File: config.mk
export PLATFORM = sky130hd
export DESIGN_NAME = newton_cotes_quadrature_flat
export DESIGN_NICKNAME = d
export VERILOG_FILES = /design/src/rtl/ncq_pkg.sv /design/src/rtl/ncq_if.sv /design/src/rtl/ncq_ctrl.sv /design/src/rtl/ncq_datapath.sv /design/src/rtl/newton_cotes_quadrature.sv /design/src/flat_wrapper.sv
export SDC_FILE = /design/constraint.sdc
export NUM_CORES = 2
export LEC_CHECK = 0
export ABC_AREA = 1
export BUFFER_PORTS_ARGS = -buffer_cell sky130_fd_sc_hd__buf_2
export CORE_ASPECT_RATIO = 0.6
export CORE_MARGIN = 2
export CORE_UTILIZATION = 40
export DETAILED_ROUTE_END_ITERATION = 16
export GPL_TIMING_DRIVEN = 1
export PLACE_DENSITY = 0.55
export SLEW_MARGIN = 15
export SYNTH_ARGS = -nofsm -noshare
export SYNTH_HDL_FRONTEND = slang
export SYNTH_SLANG_ARGS = --single-unit
export TNS_END_PERCENT = 5
File: constraint.sdc
create_clock -name clk -period 25.2 [get_ports clk]
set_input_delay 2.52 -clock clk [delete_from_list [all_inputs] [get_ports clk]]
set_output_delay 2.52 -clock clk [all_outputs]
set_load 0.02 [all_outputs]
File: src/rtl/ncq_pkg.sv
// package: shared types, register codes, rule tables and default sizes for the quadrature block
`default_nettype none

package ncq_pkg;

    localparam int SAMPLE_WIDTH_DEF  = 32;
    localparam int FRACTION_BITS_DEF = 24;
    localparam int COUNT_WIDTH_DEF   = 16;

    localparam int ACC_WIDTH   = 64;
    localparam int WEIGHT_W    = 6;
    localparam int FAC_NUM_W   = 2;
    localparam int FAC_DEN_W   = 6;
    localparam int CFG_INDEX_W = 2;
    localparam int CFG_DATA_W  = 32;
    localparam int COUNT_REG_W = 16;

    localparam logic [CFG_INDEX_W-1:0] REG_RULE  = 2'd0;
    localparam logic [CFG_INDEX_W-1:0] REG_LOWER = 2'd1;
    localparam logic [CFG_INDEX_W-1:0] REG_UPPER = 2'd2;
    localparam logic [CFG_INDEX_W-1:0] REG_COUNT = 2'd3;

    localparam logic [1:0] RULE_TRAPEZOID = 2'd0;
    localparam logic [1:0] RULE_SIMPSON3  = 2'd1;
    localparam logic [1:0] RULE_SIMPSON8  = 2'd2;
    localparam logic [1:0] RULE_BOOLE     = 2'd3;

    localparam logic [CFG_DATA_W-1:0] LOWER_RESET = 32'd0;
    localparam logic [CFG_DATA_W-1:0] UPPER_RESET = 32'd16777216;
    localparam logic [COUNT_REG_W-1:0] COUNT_RESET = 16'd12;

    typedef struct packed {
        logic accept;
        logic load;
        logic prep;
        logic mul_step;
        logic div_init;
        logic div_step;
        logic out_load;
    } ncq_cmd_t;

    typedef struct packed {
        logic last;
    } ncq_sts_t;

    function automatic logic [WEIGHT_W-1:0] edge_weight(input logic [1:0] rule);
        logic [WEIGHT_W-1:0] w;
        unique case (rule)
            RULE_BOOLE: w = 6'd7;
            default:    w = 6'd1;
        endcase
        return w;
    endfunction

    function automatic logic [WEIGHT_W-1:0] mid_weight(input logic [1:0] rule,
                                                       input logic [1:0] phase);
        logic [WEIGHT_W-1:0] w;
        unique case (rule)
            RULE_TRAPEZOID: w = 6'd2;
            RULE_SIMPSON3:  w = phase[0] ? 6'd2 : 6'd4;
            RULE_SIMPSON8:  w = (phase == 2'd2) ? 6'd2 : 6'd3;
            RULE_BOOLE:
            begin
                unique case (phase)
                    2'd0:    w = 6'd32;
                    2'd1:    w = 6'd12;
                    2'd2:    w = 6'd32;
                    default: w = 6'd14;
                endcase
            end
            default:        w = 6'd2;
        endcase
        return w;
    endfunction

    function automatic logic [2:0] cycle_len(input logic [1:0] rule);
        return {1'b0, rule} + 3'd1;
    endfunction

    function automatic logic [FAC_NUM_W-1:0] fac_num(input logic [1:0] rule);
        logic [FAC_NUM_W-1:0] v;
        unique case (rule)
            RULE_SIMPSON8: v = 2'd3;
            RULE_BOOLE:    v = 2'd2;
            default:       v = 2'd1;
        endcase
        return v;
    endfunction

    function automatic logic [FAC_DEN_W-1:0] fac_den(input logic [1:0] rule);
        logic [FAC_DEN_W-1:0] v;
        unique case (rule)
            RULE_TRAPEZOID: v = 6'd2;
            RULE_SIMPSON3:  v = 6'd3;
            RULE_SIMPSON8:  v = 6'd8;
            default:        v = 6'd45;
        endcase
        return v;
    endfunction

endpackage

`default_nettype wire

File: src/rtl/ncq_if.sv
// interfaces: sample, result and configuration write channels
`default_nettype none

interface ncq_sample_if #(parameter int SAMPLE_WIDTH = ncq_pkg::SAMPLE_WIDTH_DEF);
    logic                           valid;
    logic                           ready;
    logic signed [SAMPLE_WIDTH-1:0] sample;

    modport source (output valid, output sample, input ready);
    modport sink   (input valid, input sample, output ready);
endinterface

interface ncq_result_if #(parameter int SAMPLE_WIDTH = ncq_pkg::SAMPLE_WIDTH_DEF);
    logic                           valid;
    logic                           ready;
    logic signed [SAMPLE_WIDTH-1:0] integral;
    logic                           saturated;

    modport source (output valid, output integral, output saturated, input ready);
    modport sink   (input valid, input integral, input saturated, output ready);
endinterface

interface ncq_cfg_if;
    logic                               valid;
    logic                               ready;
    logic [ncq_pkg::CFG_INDEX_W-1:0]    index;
    logic [ncq_pkg::CFG_DATA_W-1:0]     data;

    modport source (output valid, output index, output data, input ready);
    modport sink   (input valid, input index, input data, output ready);
endinterface

`default_nettype wire

File: src/rtl/ncq_ctrl.sv
// controller: sequences accumulation, scaling multiply, divide and result transfer
`default_nettype none

module ncq_ctrl #(
    parameter int MUL_STEPS = 64,
    parameter int DIV_STEPS = 100
) (
    input  wire logic              clk,
    input  wire logic              rst_n,
    input  wire logic              in_valid,
    output      logic              in_ready,
    output      logic              out_valid,
    input  wire logic              out_ready,
    input  wire ncq_pkg::ncq_sts_t sts,
    output      ncq_pkg::ncq_cmd_t cmd
);
    import ncq_pkg::*;

    localparam int MAX_STEPS = (MUL_STEPS > DIV_STEPS) ? MUL_STEPS : DIV_STEPS;
    localparam int ITER_W    = $clog2(MAX_STEPS);

    localparam logic [2:0] S_ACCUM = 3'd0;
    localparam logic [2:0] S_LOAD  = 3'd1;
    localparam logic [2:0] S_PREP  = 3'd2;
    localparam logic [2:0] S_MUL   = 3'd3;
    localparam logic [2:0] S_DINIT = 3'd4;
    localparam logic [2:0] S_DIV   = 3'd5;
    localparam logic [2:0] S_DONE  = 3'd6;

    logic [2:0]        state_reg, state_next;
    logic [ITER_W-1:0] cnt_reg, cnt_next;
    logic              out_valid_reg, out_valid_next;

    always_comb
    begin
        cmd            = '0;
        state_next     = state_reg;
        cnt_next       = cnt_reg;
        out_valid_next = out_valid_reg;
        if (out_valid_reg && out_ready)
        begin
            out_valid_next = 1'b0;
        end
        unique case (state_reg)
            S_ACCUM:
            begin
                if (in_valid)
                begin
                    cmd.accept = 1'b1;
                    if (sts.last)
                    begin
                        state_next = S_LOAD;
                    end
                end
            end
            S_LOAD:
            begin
                cmd.load   = 1'b1;
                state_next = S_PREP;
            end
            S_PREP:
            begin
                cmd.prep   = 1'b1;
                cnt_next   = ITER_W'(MUL_STEPS - 1);
                state_next = S_MUL;
            end
            S_MUL:
            begin
                cmd.mul_step = 1'b1;
                if (cnt_reg == '0)
                begin
                    state_next = S_DINIT;
                end
                else
                begin
                    cnt_next = cnt_reg - 1'b1;
                end
            end
            S_DINIT:
            begin
                cmd.div_init = 1'b1;
                cnt_next     = ITER_W'(DIV_STEPS - 1);
                state_next   = S_DIV;
            end
            S_DIV:
            begin
                cmd.div_step = 1'b1;
                if (cnt_reg == '0)
                begin
                    state_next = S_DONE;
                end
                else
                begin
                    cnt_next = cnt_reg - 1'b1;
                end
            end
            S_DONE:
            begin
                if (!out_valid_reg || out_ready)
                begin
                    cmd.out_load   = 1'b1;
                    out_valid_next = 1'b1;
                    state_next     = S_ACCUM;
                end
            end
            default:
            begin
                state_next = S_ACCUM;
            end
        endcase
    end

    always_ff @(posedge clk or negedge rst_n)
    begin
        if (!rst_n)
        begin
            state_reg     <= S_ACCUM;
            cnt_reg       <= '0;
            out_valid_reg <= 1'b0;
        end
        else
        begin
            state_reg     <= state_next;
            cnt_reg       <= cnt_next;
            out_valid_reg <= out_valid_next;
        end
    end

    assign in_ready  = (state_reg == S_ACCUM);
    assign out_valid = out_valid_reg;

endmodule

`default_nettype wire

File: src/rtl/ncq_datapath.sv
// datapath: config registers, weighted accumulator, shift-add multiplier, restoring divider
`default_nettype none

module ncq_datapath #(
    parameter int SAMPLE_WIDTH  = ncq_pkg::SAMPLE_WIDTH_DEF,
    parameter int FRACTION_BITS = ncq_pkg::FRACTION_BITS_DEF,
    parameter int COUNT_WIDTH   = ncq_pkg::COUNT_WIDTH_DEF,
    parameter int NUM_W         = 100
) (
    input  wire logic                              clk,
    input  wire logic                              rst_n,
    input  wire logic                              cfg_write,
    input  wire logic [ncq_pkg::CFG_INDEX_W-1:0]   cfg_index,
    input  wire logic [ncq_pkg::CFG_DATA_W-1:0]    cfg_data,
    input  wire logic signed [SAMPLE_WIDTH-1:0]    sample,
    input  wire ncq_pkg::ncq_cmd_t                 cmd,
    output      ncq_pkg::ncq_sts_t                 sts,
    output      logic signed [SAMPLE_WIDTH-1:0]    integral,
    output      logic                              saturated
);
    import ncq_pkg::*;

    localparam int SW     = SAMPLE_WIDTH;
    localparam int CW     = COUNT_WIDTH;
    localparam int ACC_W  = ACC_WIDTH;
    localparam int WP_W   = SW + WEIGHT_W + 1;
    localparam int DIFF_W = SW + 1;
    localparam int DNUM_W = SW + 2;
    localparam int PROD_W = ACC_W + DNUM_W;
    localparam int BASE_W = CW + FAC_DEN_W;
    localparam int DEN_W  = BASE_W + FRACTION_BITS;
    localparam int REM_W  = DEN_W + 2;

    logic [1:0]          rule_reg, rule_next;
    logic [SW-1:0]       lower_reg, lower_next;
    logic [SW-1:0]       upper_reg, upper_next;
    logic [CW-1:0]       count_reg, count_next;
    logic [CW-1:0]       idx_reg, idx_next;
    logic [1:0]          phase_reg, phase_next;
    logic [ACC_W-1:0]    sum_reg, sum_next;

    logic [ACC_W-1:0]    smag_reg, smag_next;
    logic                sneg_reg, sneg_next;
    logic [DIFF_W-1:0]   diff_reg, diff_next;
    logic                dneg_reg, dneg_next;
    logic [PROD_W-1:0]   mcand_reg, mcand_next;
    logic [ACC_W-1:0]    mplier_reg, mplier_next;
    logic [PROD_W-1:0]   prod_reg, prod_next;
    logic [DEN_W-1:0]    den_reg, den_next;
    logic [NUM_W-1:0]    num_reg, num_next;
    logic [REM_W-1:0]    rem_reg, rem_next;
    logic [NUM_W-1:0]    quot_reg, quot_next;
    logic [SW-1:0]       integral_reg, integral_next;
    logic                sat_reg, sat_next;

    logic [CW-1:0]          n_eff;
    logic                   is_first;
    logic                   is_last;
    logic [WEIGHT_W-1:0]    weight;
    logic signed [WP_W-1:0] wprod;
    logic [2:0]             phase_inc;
    logic [DIFF_W-1:0]      dmag;
    logic [DNUM_W-1:0]      dnum;
    logic [BASE_W-1:0]      base;
    logic [REM_W-1:0]       rem_sh;
    logic [REM_W-1:0]       den2;
    logic                   rem_ge;
    logic                   neg;
    logic [SW-1:0]          limit;
    logic                   over;
    logic [SW-1:0]          qv;

    assign n_eff     = (count_reg == '0) ? CW'(1) : count_reg;
    assign is_first  = (idx_reg == '0);
    assign is_last   = (idx_reg >= n_eff);
    assign weight    = (is_first || is_last) ? edge_weight(rule_reg)
                                             : mid_weight(rule_reg, phase_reg);
    assign wprod     = $signed({1'b0, weight}) * sample;
    assign phase_inc = {1'b0, phase_reg} + 3'd1;
    assign sts.last  = is_last;

    assign dmag   = diff_reg[DIFF_W-1] ? (~diff_reg + 1'b1) : diff_reg;
    assign dnum   = DNUM_W'(dmag) * DNUM_W'(fac_num(rule_reg));
    assign base   = BASE_W'(n_eff) * BASE_W'(fac_den(rule_reg));

    assign rem_sh = {rem_reg[REM_W-2:0], num_reg[NUM_W-1]};
    assign den2   = {1'b0, den_reg, 1'b0};
    assign rem_ge = (rem_sh >= den2);

    assign neg    = sneg_reg ^ dneg_reg;
    assign limit  = neg ? {1'b1, {(SW-1){1'b0}}} : {1'b0, {(SW-1){1'b1}}};
    assign over   = (quot_reg > NUM_W'(limit));
    assign qv     = over ? limit : quot_reg[SW-1:0];

    always_comb
    begin
        rule_next  = rule_reg;
        lower_next = lower_reg;
        upper_next = upper_reg;
        count_next = count_reg;
        if (cfg_write)
        begin
            unique case (cfg_index)
                REG_RULE:  rule_next  = cfg_data[1:0];
                REG_LOWER: lower_next = SW'(cfg_data);
                REG_UPPER: upper_next = SW'(cfg_data);
                REG_COUNT: count_next = CW'(cfg_data[COUNT_REG_W-1:0]);
                default:   rule_next  = rule_reg;
            endcase
        end
    end

    always_comb
    begin
        idx_next   = idx_reg;
        phase_next = phase_reg;
        sum_next   = sum_reg;
        if (cmd.accept)
        begin
            sum_next = sum_reg + {{(ACC_W-WP_W){wprod[WP_W-1]}}, wprod};
            if (is_last)
            begin
                idx_next   = '0;
                phase_next = 2'd0;
            end
            else
            begin
                idx_next = idx_reg + 1'b1;
                if (!is_first)
                begin
                    phase_next = (phase_inc >= cycle_len(rule_reg)) ? 2'd0 : phase_inc[1:0];
                end
            end
        end
        else if (cmd.load)
        begin
            sum_next = '0;
        end
    end

    always_comb
    begin
        smag_next     = smag_reg;
        sneg_next     = sneg_reg;
        diff_next     = diff_reg;
        dneg_next     = dneg_reg;
        mcand_next    = mcand_reg;
        mplier_next   = mplier_reg;
        prod_next     = prod_reg;
        den_next      = den_reg;
        num_next      = num_reg;
        rem_next      = rem_reg;
        quot_next     = quot_reg;
        integral_next = integral_reg;
        sat_next      = sat_reg;
        if (cmd.load)
        begin
            sneg_next = sum_reg[ACC_W-1];
            smag_next = sum_reg[ACC_W-1] ? (~sum_reg + 1'b1) : sum_reg;
            diff_next = {upper_reg[SW-1], upper_reg} - {lower_reg[SW-1], lower_reg};
        end
        if (cmd.prep)
        begin
            dneg_next   = diff_reg[DIFF_W-1];
            mcand_next  = PROD_W'(dnum);
            mplier_next = smag_reg;
            prod_next   = '0;
            den_next    = DEN_W'(base) << FRACTION_BITS;
        end
        if (cmd.mul_step)
        begin
            if (mplier_reg[0])
            begin
                prod_next = prod_reg + mcand_reg;
            end
            mcand_next  = mcand_reg << 1;
            mplier_next = mplier_reg >> 1;
        end
        if (cmd.div_init)
        begin
            // round to nearest: (2*prod + den) / (2*den)
            num_next  = NUM_W'({prod_reg, 1'b0}) + NUM_W'(den_reg);
            rem_next  = '0;
            quot_next = '0;
        end
        if (cmd.div_step)
        begin
            rem_next  = rem_ge ? (rem_sh - den2) : rem_sh;
            quot_next = {quot_reg[NUM_W-2:0], rem_ge};
            num_next  = num_reg << 1;
        end
        if (cmd.out_load)
        begin
            integral_next = neg ? (~qv + 1'b1) : qv;
            sat_next      = over;
        end
    end

    always_ff @(posedge clk or negedge rst_n)
    begin
        if (!rst_n)
        begin
            rule_reg  <= RULE_TRAPEZOID;
            lower_reg <= SW'(LOWER_RESET);
            upper_reg <= SW'(UPPER_RESET);
            count_reg <= CW'(COUNT_RESET);
            idx_reg   <= '0;
            phase_reg <= 2'd0;
            sum_reg   <= '0;
        end
        else
        begin
            rule_reg  <= rule_next;
            lower_reg <= lower_next;
            upper_reg <= upper_next;
            count_reg <= count_next;
            idx_reg   <= idx_next;
            phase_reg <= phase_next;
            sum_reg   <= sum_next;
        end
    end

    always_ff @(posedge clk)
    begin
        smag_reg     <= smag_next;
        sneg_reg     <= sneg_next;
        diff_reg     <= diff_next;
        dneg_reg     <= dneg_next;
        mcand_reg    <= mcand_next;
        mplier_reg   <= mplier_next;
        prod_reg     <= prod_next;
        den_reg      <= den_next;
        num_reg      <= num_next;
        rem_reg      <= rem_next;
        quot_reg     <= quot_next;
        integral_reg <= integral_next;
        sat_reg      <= sat_next;
    end

    assign integral  = integral_reg;
    assign saturated = sat_reg;

endmodule

`default_nettype wire

File: src/rtl/newton_cotes_quadrature.sv
// top level: composite newton-cotes quadrature over a stream of equally spaced samples
// samples are taken one per cycle; n+1 transfers make one integral
// after the last sample the sum is scaled by the shift-add multiplier and the restoring divider
// no sample is taken during that scaling; one result may wait in the output register meanwhile
// asynchronous active-low reset clears the accumulator and loads the config register defaults
`default_nettype none

module newton_cotes_quadrature #(
    parameter int SAMPLE_WIDTH  = ncq_pkg::SAMPLE_WIDTH_DEF,
    parameter int FRACTION_BITS = ncq_pkg::FRACTION_BITS_DEF,
    parameter int COUNT_WIDTH   = ncq_pkg::COUNT_WIDTH_DEF
) (
    input wire logic    clk,
    input wire logic    rst_n,
    ncq_cfg_if.sink     cfg,
    ncq_sample_if.sink  samples,
    ncq_result_if.source results
);
    import ncq_pkg::*;

    localparam int PROD_W = ACC_WIDTH + SAMPLE_WIDTH + 2;
    localparam int DEN_W  = COUNT_WIDTH + FAC_DEN_W + FRACTION_BITS;
    localparam int NUM_W  = ((PROD_W > DEN_W) ? PROD_W : DEN_W) + 2;

    ncq_cmd_t cmd;
    ncq_sts_t sts;

    assign cfg.ready = 1'b1;

    ncq_ctrl #(
        .MUL_STEPS (ACC_WIDTH),
        .DIV_STEPS (NUM_W)
    ) u_ctrl (
        .clk       (clk),
        .rst_n     (rst_n),
        .in_valid  (samples.valid),
        .in_ready  (samples.ready),
        .out_valid (results.valid),
        .out_ready (results.ready),
        .sts       (sts),
        .cmd       (cmd)
    );

    ncq_datapath #(
        .SAMPLE_WIDTH  (SAMPLE_WIDTH),
        .FRACTION_BITS (FRACTION_BITS),
        .COUNT_WIDTH   (COUNT_WIDTH),
        .NUM_W         (NUM_W)
    ) u_datapath (
        .clk       (clk),
        .rst_n     (rst_n),
        .cfg_write (cfg.valid),
        .cfg_index (cfg.index),
        .cfg_data  (cfg.data),
        .sample    (samples.sample),
        .cmd       (cmd),
        .sts       (sts),
        .integral  (results.integral),
        .saturated (results.saturated)
    );

endmodule

`default_nettype wire

File: src/flat_wrapper.sv
// flat-port wrapper written by rule: the top's interface ports become plain ports
module newton_cotes_quadrature_flat import ncq_pkg::*;
#(
    parameter int SAMPLE_WIDTH  = ncq_pkg::SAMPLE_WIDTH_DEF,
    parameter int FRACTION_BITS = ncq_pkg::FRACTION_BITS_DEF,
    parameter int COUNT_WIDTH   = ncq_pkg::COUNT_WIDTH_DEF
)
  (clk, rst_n, cfg_valid, cfg_index, cfg_data, cfg_ready, samples_valid, samples_sample, samples_ready, results_valid, results_integral, results_saturated, results_ready);
  ncq_cfg_if cfg_i ();
  ncq_sample_if #(.SAMPLE_WIDTH(SAMPLE_WIDTH)) samples_i ();
  ncq_result_if #(.SAMPLE_WIDTH(SAMPLE_WIDTH)) results_i ();
  input wire logic clk;
  input wire logic rst_n;
  input wire logic [$bits(cfg_i.valid)-1:0] cfg_valid;
  input wire logic [$bits(cfg_i.index)-1:0] cfg_index;
  input wire logic [$bits(cfg_i.data)-1:0] cfg_data;
  output wire logic [$bits(cfg_i.ready)-1:0] cfg_ready;
  input wire logic [$bits(samples_i.valid)-1:0] samples_valid;
  input wire logic [$bits(samples_i.sample)-1:0] samples_sample;
  output wire logic [$bits(samples_i.ready)-1:0] samples_ready;
  output wire logic [$bits(results_i.valid)-1:0] results_valid;
  output wire logic [$bits(results_i.integral)-1:0] results_integral;
  output wire logic [$bits(results_i.saturated)-1:0] results_saturated;
  input wire logic [$bits(results_i.ready)-1:0] results_ready;
  assign cfg_i.valid = cfg_valid;
  assign cfg_i.index = cfg_index;
  assign cfg_i.data = cfg_data;
  assign cfg_ready = cfg_i.ready;
  assign samples_i.valid = samples_valid;
  assign samples_i.sample = samples_sample;
  assign samples_ready = samples_i.ready;
  assign results_valid = results_i.valid;
  assign results_integral = results_i.integral;
  assign results_saturated = results_i.saturated;
  assign results_i.ready = results_ready;
  newton_cotes_quadrature #(.SAMPLE_WIDTH(SAMPLE_WIDTH), .FRACTION_BITS(FRACTION_BITS), .COUNT_WIDTH(COUNT_WIDTH)) u_core (.clk(clk), .rst_n(rst_n), .cfg(cfg_i), .samples(samples_i), .results(results_i));
endmodule
==> impl_metrics.csv <==
group,metric,value,unit
global_route,grtUsageTotal,25.0,%
clock_tree,holdBufCountCts,0,
clock_tree,cts.repair.resized,0,
setup_path,worst-path-max-fanout,31,
clock_tree,h-tree-depth,3,
finish,final_common_cell,"nand2_1",
logic_synthesis,synth-edff-count,560,
power,power_per_cell_area,75.4,nW/um^2
floorplan,die_area,164000,sq um
clock_tree,cts_setup_buffers,0,
power,power.total,5.28,mW
logic_synthesis,seq_area_frac_synth,36.2,%
global_route,use_met3,5.01,%
logic_synthesis,ys_types,73,
drt,drtIter0Drc,5989,
setup_path,crit_type,"reg -> reg",
power,power_leakage,31.8,nW
place,portBuffers,105,
setup_path,r2r_slack,14.50,ns
setup_path,worstPathRequired,25.75,ns
setup_path,slowest_delay,0.74,ns
place,gp_congestion,0.978,
logic_synthesis,async_flop_share,21.0,%
clock_tree,numCtsBuffers,90,
logic_synthesis,syn_area,64100,sq um
global_route,grt_overflow_total,0,
min_path,holdPathEnd,"u_core.u_datapath.lower_reg[23]$_DFFE_PN0P_",
drt,drc,0,
finish,regArea,23200,sq um
timing,rsz0062_at_grt,"no",
timing,fin_crit_sh,42.5,%
logic_synthesis,synthTopCellsByArea,"edfxtp_1 (26%), nand2_1 (10%), ha_1 (9.1%), inv_1 (7.7%), dfrtp_1 (6.7%)",
drt,wl_per_cell,19.4,um
clock_tree,cts.sinks,835,
finish,final_cells,10700,
global_route,grt_pass1_wl,319000,um
global_route,busiest_layer,"met1",
logic_synthesis,synthCells,8423,
finish,layout_common_cells,"nand2_1 (1726), inv_1 (1321), nor2_1 (1122)",
setup_path,reg2reg_depth,42,
clock_tree,cts_buffer_depth,3,
finish,drive_above_1_share,5.07,%
timing,hold_viol_final,0,
setup_path,endpoint_kind,"register",
setup_path,critPathMostFrequentCell,"o21ai_0",
timing,relSlewSlack,26.7,%
floorplan,die_w,521,um
setup_path,r2r-end,"u_core.u_datapath.sum_reg[58]$_DFFE_PN0P_",
finish,nets,9163,
place,placed_cells,10500,
logic_synthesis,synth_nets,9108,
setup_path,slowest_stage,"o21ai_0",
drt,firstDrtPassIters,6,
clock_tree,cts_tree,"yes",
finish,fillers,16200,
logic_synthesis,ys.flop_type,"edfxtp_1",
drt,wirelength,207000,um
drt,dr_total_vias,56400,
timing,hold_ws,0.482,ns
floorplan,die_height,314,um
setup_path,r2r-start,"u_core.u_datapath.count_reg[13]$_DFFE_PN0P_",
finish,multiInputGateArea,35200,sq um
timing,clock_skew,0.0283,ns
global_route,use_met2,31.5,%
drt,viasPerCell,5.28,
logic_synthesis,synth_top_area_share,26.2,%
timing,maxSlewViolCount,0,
timing,max_freq,93.5,MHz
outcome,status,"complete, no violations",
logic_synthesis,ys_seq_elements,835,
global_route,antenna_found_initial,4,
drt,final_antenna_net_count,0,
setup_path,arrival,11.25,ns
timing,tightest_slew,1.10,ns
timing,final.setup.tns,0,ns
min_path,min_path_cells,2,
logic_synthesis,avgSynthCellArea,7.62,sq um
finish,largest_reg_flops,100,
logic_synthesis,synth_top_area_cell,"edfxtp_1",
setup_path,critical-path-top-delay-family,"compound AO/OA/AOI/OAI gates",
global_route,grt_start_max_net_pins,130,
timing,min_period,10.70,ns
floorplan,start_util,40.4,%
min_path,hold_path.class,"reg -> reg",
min_path,min-delay-start,"u_core.u_datapath.lower_reg[23]$_DFFE_PN0P_",
global_route,first_global_vias,52600,
clock_tree,ctsRootBufferMaster,"clkbuf_16",
floorplan,core,159000,sq um
finish,syn_to_final_growth,9.14,%
timing,setup_viol,0,
clock_tree,insertion_delay,0.72,ns
place,dp_hpwl,164000,um
logic_synthesis,ys.warnings.count,0,
floorplan,ioPinCount,107,
power,vdd_ir_drop_max,57.6,uV
global_route,grtUsageMet1,42.6,%
clock_tree,clk_pin_slew,0.07,ns
setup_path,cp_num_buf_inv,5,
setup_path,cp-start-kind,"register",
floorplan,fp-row-count,113,
run,drv_cap,0,
Yosys cell counts (33+ instances only):
cell / count
clkbuf_1: 153
dfxtp_1: 100
xnor2_1: 100
o21a_1: 39
inv_1: 1324
o21ai_1: 47
ha_1: 469
fa_1: 145
nand2_1: 1727
o211ai_1: 33
dfrtp_1: 172
nor3_1: 105
xor2_1: 224
o21bai_1: 39
a21o_1: 47
nand3_1: 301
nor4_1: 55
nor2_1: 1131
o21ai_0: 576
a21oi_1: 597
edfxtp_1: 560
a31oi_1: 67
nand4_1: 81
stage by stage:
stage	area (sq um)	utilization, %	setup WS [ns]
final	70000	44.1	14.50
after global placement	67000	42.2	14.85
after global routing	70000	44.1	13.80
after floorplan	64100	-	16.87
after CTS	70000	44.1	14.86
after detailed placement	67000	42.2	14.89
power by group:
group          switching (mW)  internal, mW  total [mW]
combinational            1.54         0.757        2.29
clock                   0.604         0.786        1.39
sequential             0.0718          1.53        1.60
area by class of cell:
cell class | count | area share [%]
Tap cell | 2127 | 3.80
Inverter | 1338 | 7.19
Clock buffer | 119 | 3.54
Multi-Input combinational cell | 6063 | 50.3
Timing Repair Buffer | 150 | 1.26
Antenna cell | 1 | 0.00357
Sequential cell | 835 | 33.1
Clock inverter | 47 | 0.720
worst max path at each step:
stage / start / end / slack, ns / cells past startpoint
2_1_floorplan: samples_sample[31] / u_core.u_datapath.sum_reg[56]$_DFFE_PN0P_ / 16.87 / 31
3_3_place_gp: u_core.u_datapath.count_reg[13]$_DFFE_PN0P_ / u_core.u_datapath.sum_reg[58]$_DFFE_PN0P_ / 14.85 / 43
3_5_place_dp: u_core.u_datapath.count_reg[13]$_DFFE_PN0P_ / u_core.u_datapath.sum_reg[58]$_DFFE_PN0P_ / 14.89 / 42
4_1_cts: u_core.u_datapath.count_reg[13]$_DFFE_PN0P_ / u_core.u_datapath.sum_reg[58]$_DFFE_PN0P_ / 14.86 / 42
5_1_grt: u_core.u_datapath.count_reg[13]$_DFFE_PN0P_ / u_core.u_datapath.sum_reg[63]$_DFFE_PN0P_ / 13.80 / 48
6_report: u_core.u_datapath.count_reg[13]$_DFFE_PN0P_ / u_core.u_datapath.sum_reg[58]$_DFFE_PN0P_ / 14.50 / 42
routing by layer:
layer,share of wire [%],vias up,wire [um]
met5,0,-,0
met4,1.5,0,3130
met3,9.1,177,18900
met2,35,1897,73300
met1,54,26600,111000
li1,-,27800,-
tightest hold or removal path, delay by kind of cell, from the launching register on:
family	cells	cell delay, ns
flip-flops	1	0.34
AND/OR/NAND/NOR	1	0.05
AO/OA/AOI/OAI	1	0.06
cell families after synthesis:
logic type      synth area share, %
simple gates                   22.9
mux                          0.0351
compound gates                 13.8
xor+xnor                       4.42
other cells                 0.00585
flops                          36.2
fa+ha+maj                      13.7
buf+inv                        9.04
(Power assumes the default switching activity.)
